--- src/rtl/core/etc_pkg.sv ---
// Shared types and constants of the Euler TRS model-matrix builder.
`default_nettype none

package etc_pkg;

   // One request word: three binary angles, per-axis scale and position.
   typedef struct packed {
      logic [15:0]        angle_x;
      logic [15:0]        angle_y;
      logic [15:0]        angle_z;
      logic signed [31:0] scale_x;
      logic signed [31:0] scale_y;
      logic signed [31:0] scale_z;
      logic signed [31:0] pos_x;
      logic signed [31:0] pos_y;
      logic signed [31:0] pos_z;
   } req_type;

   // One response word: the twelve non-constant matrix entries.
   typedef struct packed {
      logic signed [31:0] m00;
      logic signed [31:0] m10;
      logic signed [31:0] m20;
      logic signed [31:0] m01;
      logic signed [31:0] m11;
      logic signed [31:0] m21;
      logic signed [31:0] m02;
      logic signed [31:0] m12;
      logic signed [31:0] m22;
      logic signed [31:0] trans_x;
      logic signed [31:0] trans_y;
      logic signed [31:0] trans_z;
   } rsp_type;

   // CORDIC datapath: x and y carry 30 fraction bits, z is in 2^32-per-turn units.
   localparam int CORDIC_W     = 34;
   localparam int CORDIC_FRAC  = 30;
   localparam int ATAN_ENTRIES = 24;

   localparam logic signed [CORDIC_W-1:0] CORDIC_GAIN  = 34'sd652032874;
   localparam logic signed [CORDIC_W-1:0] QUARTER_TURN = 34'sd1073741824;
   localparam logic signed [CORDIC_W-1:0] HALF_TURN    = 34'sd2147483648;

   localparam logic [31:0] ATAN_TABLE [ATAN_ENTRIES] = '{
      32'd536870912, 32'd316933406, 32'd167458907, 32'd85004756,
      32'd42667331,  32'd21354465,  32'd10679838,  32'd5340245,
      32'd2670163,   32'd1335086,   32'd667544,    32'd333772,
      32'd166886,    32'd83443,     32'd41722,     32'd20861,
      32'd10430,     32'd5215,      32'd2608,      32'd1304,
      32'd652,       32'd326,       32'd163,       32'd81
   };

   // State handed from one CORDIC cell to the next.
   typedef struct packed {
      logic signed [CORDIC_W-1:0] x;
      logic signed [CORDIC_W-1:0] y;
      logic signed [CORDIC_W-1:0] z;
      logic                       flip;
   } cordic_type;

endpackage

`default_nettype wire

--- src/rtl/core/etc_cordic_cell.sv ---
// One CORDIC rotation cell: a single micro-rotation followed by a register.
`default_nettype none

module etc_cordic_cell import etc_pkg::*; #(
   parameter int IDX = 0
) (
   input  logic       clock,
   input  cordic_type cell_i,
   output cordic_type cell_o
);

   cordic_type                 cell_ff, cell_in;
   logic signed [CORDIC_W-1:0] dx, dy, step;

   always_comb begin
      dx   = cell_i.y >>> IDX;
      dy   = cell_i.x >>> IDX;
      step = CORDIC_W'(ATAN_TABLE[IDX]);
      cell_in.flip = cell_i.flip;
      // A zero residual angle rotates in the positive direction.
      if (!cell_i.z[CORDIC_W-1]) begin
         cell_in.x = cell_i.x - dx;
         cell_in.y = cell_i.y + dy;
         cell_in.z = cell_i.z - step;
      end else begin
         cell_in.x = cell_i.x + dx;
         cell_in.y = cell_i.y - dy;
         cell_in.z = cell_i.z + step;
      end
   end

   always_ff @(posedge clock) begin
      cell_ff <= cell_in;
   end

   assign cell_o = cell_ff;

endmodule

`default_nettype wire

--- src/rtl/core/etc_sincos.sv ---
// Sine and cosine of one binary angle: quadrant fold, chain of CORDIC cells, rounding.
`default_nettype none

module etc_sincos import etc_pkg::*; #(
   parameter int ANGLE_BITS    = 16,
   parameter int FRAC_BITS     = 16,
   parameter int CORDIC_STAGES = 16
) (
   input  logic                       clock,
   input  logic [15:0]                angle,
   output logic signed [FRAC_BITS+1:0] sin_o,
   output logic signed [FRAC_BITS+1:0] cos_o
);

   localparam int SC_W = FRAC_BITS + 2;
   localparam int SH   = CORDIC_FRAC - FRAC_BITS;
   localparam logic signed [CORDIC_W-1:0] RND = CORDIC_W'(64'd1 << (SH - 1));

   logic [31:0]                phase;
   logic signed [CORDIC_W-1:0] zs, xr, yr;
   cordic_type                 fold_ff, fold_in;
   cordic_type                 chain [CORDIC_STAGES+1];
   logic signed [SC_W-1:0]     sin_ff, sin_in, cos_ff, cos_in;

   always_comb begin
      phase = {16'b0, angle} << (32 - ANGLE_BITS);
      zs    = CORDIC_W'(signed'(phase));
      fold_in.x    = CORDIC_GAIN;
      fold_in.y    = '0;
      fold_in.z    = zs;
      fold_in.flip = 1'b0;
      // Beyond a quarter turn, rotate by a half turn and negate the results.
      if (zs > QUARTER_TURN || zs < -QUARTER_TURN) begin
         fold_in.flip = 1'b1;
         fold_in.z    = (zs > 0) ? zs - HALF_TURN : zs + HALF_TURN;
      end
   end

   always_ff @(posedge clock) begin
      fold_ff <= fold_in;
   end

   assign chain[0] = fold_ff;

   for (genvar i = 0; i < CORDIC_STAGES; i++) begin : g_cell
      etc_cordic_cell #(.IDX(i)) u_cell (
         .clock  (clock),
         .cell_i (chain[i]),
         .cell_o (chain[i+1])
      );
   end

   always_comb begin
      xr = (chain[CORDIC_STAGES].x + RND) >>> SH;
      yr = (chain[CORDIC_STAGES].y + RND) >>> SH;
      cos_in = chain[CORDIC_STAGES].flip ? -SC_W'(xr) : SC_W'(xr);
      sin_in = chain[CORDIC_STAGES].flip ? -SC_W'(yr) : SC_W'(yr);
   end

   always_ff @(posedge clock) begin
      sin_ff <= sin_in;
      cos_ff <= cos_in;
   end

   assign sin_o = sin_ff;
   assign cos_o = cos_ff;

endmodule

`default_nettype wire

--- config.mk ---
export PLATFORM = sky130hd
export DESIGN_NAME = etc_sincos
export DESIGN_NICKNAME = d
export VERILOG_FILES = /design/src/rtl/core/etc_pkg.sv /design/src/rtl/core/etc_cordic_cell.sv /design/src/rtl/core/etc_sincos.sv
export SDC_FILE = /design/constraint.sdc
export NUM_CORES = 2
export LEC_CHECK = 0
export BUFFER_PORTS_ARGS = -buffer_cell sky130_fd_sc_hd__buf_2
export CORE_AREA = 4 4 747 378
export DETAILED_ROUTE_END_ITERATION = 8
export DIE_AREA = 0 0 751 382
export SKIP_LAST_GASP = 1
export SYNTH_ARGS = -nofsm -noshare
export SYNTH_HDL_FRONTEND = slang
export SYNTH_SLANG_ARGS = --single-unit
--- constraint.sdc ---
create_clock -name clock -period 4.5 [get_ports clock]
set_clock_uncertainty 0.15 [all_clocks]
set_input_delay 0.45 -clock clock [delete_from_list [all_inputs] [get_ports clock]]
set_output_delay 0.45 -clock clock [all_outputs]
set_load 0.005 [all_outputs]
After elaboration in Yosys (flattened, before gate mapping)
Index checks and enable logic that the tools add are counted.
W data, S select, Z words.
{ "totals": {"word_cells": 190, "ff_bits": 1677} }
{ "op_classes": {"n_reduce_logical": 1, "n_addsub": 98, "n_mux": 20, "order_cmp": 3} }
{ "op_table": {"columns": ["cell", "n"], "rows": [
  ["$mux W102", 14],
  ["$add A34 B30 Y34", 3],
  ["$sub A34 B30 Y34", 3],
  ["$mux W100", 1],
  ["$add A34 B20 Y34", 2],
  ["$add A34 B21 Y34", 2],
  ["$add A34 B22 Y34", 2],
  ["$add A34 B23 Y34", 2],
  ["$add A34 B24 Y34", 2],
  ["$add A34 B25 Y34", 2],
  ["$add A34 B26 Y34", 2],
  ["$add A34 B27 Y34", 2],
  ["$add A34 B28 Y34", 2],
  ["$add A34 B29 Y34", 2],
  ["$add A34 B31 Y34", 2],
  ["$add A34 B32 Y34", 2],
  ["$mux W68", 1],
  ["$sub A34 B20 Y34", 2],
  ["$sub A34 B21 Y34", 2],
  ["$sub A34 B22 Y34", 2],
  ["$sub A34 B23 Y34", 2],
  ["$sub A34 B24 Y34", 2],
  ["$sub A34 B25 Y34", 2],
  ["$sub A34 B26 Y34", 2],
  ["54 further kinds", 62]
]} }

Logic depth before layout (Yosys ltp)
{ "depth": {"word_depth": 3, "mapped_depth": 22, "ltp_nobuf": 21} }

By module
Synthesis repeated with hierarchy kept, for this count alone.
{ "unflattened": {"cells_unflattened": 16683, "hier_area_um2": 137470.6} }
{ "by_module_without_submodules": {"columns": ["mod", "cells_per_inst", "area_each_um2", "n_inst"], "rows": [
  ["etc_cordic_cell at g_cell[2].u_cell", 1089, 8740.9, 1],
  ["etc_cordic_cell at g_cell[7].u_cell", 1064, 8700.8, 1],
  ["etc_cordic_cell at g_cell[4].u_cell", 1045, 8659.6, 1],
  ["etc_cordic_cell at g_cell[15].u_cell", 1065, 8635.8, 1],
  ["etc_cordic_cell at g_cell[8].u_cell", 1050, 8582.0, 1],
  ["etc_cordic_cell at g_cell[12].u_cell", 1047, 8569.5, 1],
  ["etc_cordic_cell at g_cell[5].u_cell", 1008, 8374.3, 1],
  ["etc_cordic_cell at g_cell[6].u_cell", 1007, 8304.2, 1],
  ["etc_cordic_cell at g_cell[1].u_cell", 1009, 8300.5, 1],
  ["etc_cordic_cell at g_cell[3].u_cell", 994, 8276.7, 1],
  ["etc_cordic_cell at g_cell[10].u_cell", 993, 8271.7, 1],
  ["etc_cordic_cell at g_cell[13].u_cell", 985, 8254.2, 1],
  ["etc_cordic_cell at g_cell[11].u_cell", 989, 8206.6, 1],
  ["etc_cordic_cell at g_cell[9].u_cell", 997, 8179.1, 1],
  ["3 more rows", null, null, null]
]} }

Least setup slack after synthesis
Ideal clock, no wire load.
{ "synth_timing": {"kind": "register to register", "start": "register g_cell[7].u_cell.cell_ff, in the netlist g_cell[7].u_cell.cell_o[34]", "end": "register g_cell[8].u_cell.cell_ff, in the netlist g_cell[8].u_cell.cell_o[65]", "path_slack_ns": -0.420, "synth_period_minus_slack_ns": 4.920, "stages_incl_launch_ff": 17, "n_path_buf": 1, "t_arrival_ns": 4.664, "cell_sequence": "dfxtp_1 -> clkbuf_1 -> clkinv_1 -> o41ai_1 -> xor2_1 -> ha_1 -> a21o_1 -> a21o_1 -> a21oi_1 -> nor3b_1 -> a21oi_1 -> a221oi_1 -> o21ba_2 -> o21ai_0 -> o31ai_1 -> or4b_1 -> o311ai_0"} }
{ "synth_lines": {"columns": ["item", "line_no", "rtl"], "rows": [
  ["start: declaration", "etc_cordic_cell.sv:12", "cordic_type cell_ff, cell_in;"],
  ["start signal: assignment", "etc_cordic_cell.sv:33", "cell_ff <= cell_in;"],
  ["end signal: assignment", "etc_cordic_cell.sv:33", null],
  ["end: declaration", "etc_cordic_cell.sv:12", null]
]} }

==> reports/metrics.yaml <==
run_status:
  status: "finished clean"
floorplan:
  die_x_um: 751
  core-area_um2: 275000
  die_h_um: 382
  rows: 136
  start_util_pct: 39.1
  dieArea_um2: 287000
  io_pins: 53
cells_and_area:
  layout_commonest_cell: "dfxtp_1"
  layout_common_cells: "dfxtp_1 (1444), ha_1 (1371), a21oi_1 (1295), xnor2_1 (1204), nor2_1 (1146)"
  drive_gt1_share_pct: 10.9
  syn_to_final_growth_pct: 15.7
  utilization_pct: 45.2
  fillers: 26800
  nets: 14900
  diodes: 0
  fin_cells: 17200
cts:
  htree_num_levels: 4
  path_clk_slew_ns: 0.06
  cts_tree: "yes"
  cts_made_buffers: 160
  clock_latency_ns: 0.83
  cts.sinks: 1473
  cts_root_buf: "clkbuf_16"
  cts_buffer_depth: 4
worst_hold_path:
  hold_path.class: "input pin to flop"
setup_path:
  cp_max_fo: 5
  slowest_stage: "o41ai_2"
  startpoint_type: "flop"
  critPathCaptureType: "flop"
  path_common_cell: "a21oi_1"
  critPathMaxStageDelay_ns: 0.39
  criticalPathCategory: "flop to flop"
  crit_arrival_ns: 4.91
  required_ns: 5.05
  path_cells: "nor4_2, nand2b_1, nor3b_2, buf_4, nand2_1, nor2_1, a21oi_1, xnor2_1, ha_1, a21oi_1, o21ai_0, a31oi_1, o211ai_1, a2111oi_2, buf_4, o31ai_1, o41ai_2, o21ai_1, a21o_1, a21oi_1, xnor2_1"
flow_run:
  drv_cap: 0
synth:
  synth_area_per_cell_um2: 8.47
  ys.flop_type: "dfxtp_1"
  synthArstFlopShare_pct: 0
  synth-seq-cells: 1473
  syn_nets: 14100
  synth_cells: 12700
  syn_area_um2: 107000
  synth_cell_types: 95
  synth_edf_count: 0
  seq_area_frac_synth_pct: 27.5
  yosys_warnings: 0
route:
  ant_nets: 0
  drc: 0
  drtPass1Iterations: 5
  drt-initial-drc-count: 4635
  wl_per_cell_um: 15.8
  vias: 89700
  routed_via_density: 5.20
  drt_wl_total_mm: 273
global_route:
  track_usage_pct: 18.2
  grt_max_degree: 70
  grt_pass1_vias: 87000
  grt_first_pass_wirelength_mm: 439
  grt_overflow: 0
  antenna_found_initial: 0
placed_design:
  port-buffer-count: 52
  place_congestion: 0.921
  preCtsSetupSlack_ns: -0.244
  dp_hpwl_mm: 220
  dp.cells: 16900
sta:
  maxSlewHeadroom_pct: 39.7
  fin_crit_sh_pct: 96.8
  slew_viol_final: 0
  post-route-min-period_ns: 4.36
  finalSetupTns_ns: 0
  final_hold_viol_count: 0
  rsz0062_at_grt: "true"
  worstMarginPinSlew_ns: 0.895
  finalSetupViolCount: 0
  fin_ws_ns: 0.142
  fmax_mhz: 229
## synthesized netlist by cell type, types with 36 or more instances
master	number	share of area [%]
a31oi_1	153	0.89
nand2_1	595	2.1
nor2_1	1160	4.1
fa_1	41	0.76
mux2_2	50	0.52
or2_2	39	0.23
a21boi_0	54	0.38
dfxtp_1	1473	27
o21a_1	194	1.4
o31ai_1	68	0.48
o211ai_1	48	0.34
nor4_1	87	0.51
nand4_1	70	0.41
xor2_1	632	5.2
or3_1	73	0.43
nand2b_1	192	1.1
clkbuf_1	154	0.54
a21o_1	639	4.5
nor3_1	385	1.8
inv_1	575	2.0
ha_1	1378	16
mux2i_1	69	0.64
nand3_1	230	1.1
o41ai_1	36	0.29
o21ai_0	583	2.7
and3_1	111	0.65
and2_1	86	0.50
a211oi_1	104	0.73
nor2b_1	165	0.96
o21bai_1	155	1.1
xnor2_1	1205	9.8
a21oi_1	1326	6.2
## registers in the layout, indices dropped and copies added (netlist names)
register,flops
chain,18
g_cell.u_cell.cell_o,1419
cos_o,18
sin_o,18
## critical path, delay by kind of cell (launching register included)
| family | cells | cell delay [ns] |
|---|---|---|
| flops | 1 | 0.32 |
| xor+xnor | 2 | 0.27 |
| simple gates | 5 | 0.84 |
| fa+ha+maj | 1 | 0.31 |
| buf+inv | 2 | 0.33 |
| compound gates | 11 | 2.01 |
## kinds of logic (layout without fill, tap and decap cells)
group	after synthesis	in the layout	synth area share, %
compound gates	3708	3708	21.8
simple gates	3345	3345	15.0
xor+xnor	1837	1837	15.0
flops	1473	1473	27.5
fa+ha+maj	1419	1419	16.8
buf+inv	764	1678	2.67
mux	119	119	1.17
other cells	1	1	0.00350
## stage by stage
stage	hold slack (ns)	instance area [um^2]
floorplan	0.160	107000
global placement	0.161	117000
detailed placement	0.162	117000
CTS	0.0912	123000
global route	0.131	124000
finish	0.161	124000
## worst paths after layout
path	start	endpoint	slack (ns)	cells after the start
hold reg to reg	chain[1674]	g_cell[0].u_cell.cell_o[26]	0.17	0
setup reg to reg	g_cell[10].u_cell.cell_o[82]	g_cell[11].u_cell.cell_o[68]	0.14	21
setup / recovery	g_cell[10].u_cell.cell_o[82]	g_cell[11].u_cell.cell_o[68]	0.14	21
hold / removal	angle[0]	chain[1665]	0.16	2
## layout make-up
class                           count  area (um^2)  share of cell area (%)
Inverter                          579         2180                    1.76
Tap cell                         3657         4580                    3.69
Sequential cell                  1473        29500                    23.8
Clock buffer                      215         4530                    3.65
Timing Repair Buffer              826         6160                    4.97
Clock inverter                     58          761                   0.613
Multi-Input combinational cell  10400        76400                    61.5
## what timing repair did
| action | in CTS | in global routing |
|---|---|---|
| gates resized for setup | 35 | 315 |
| hold buffers | 16 | 0 |
| buffers inserted | 2 | 35 |
| endpoints found under the hold margin | 18 | 0 |
| pin swaps | 7 | 115 |
| setup endpoints to repair | 41 | 166 |
## layer usage
layer / share of wire, % / track usage (%)
met4: 3.7 / 6.02
met2: 48 / 32.8
met5: 0 / 0
met3: 3.0 / 1.95
met1: 45 / 22.7
Power is not shown: default switching activity piles up to over one toggle a cycle in this logic, so the estimate is an artifact.
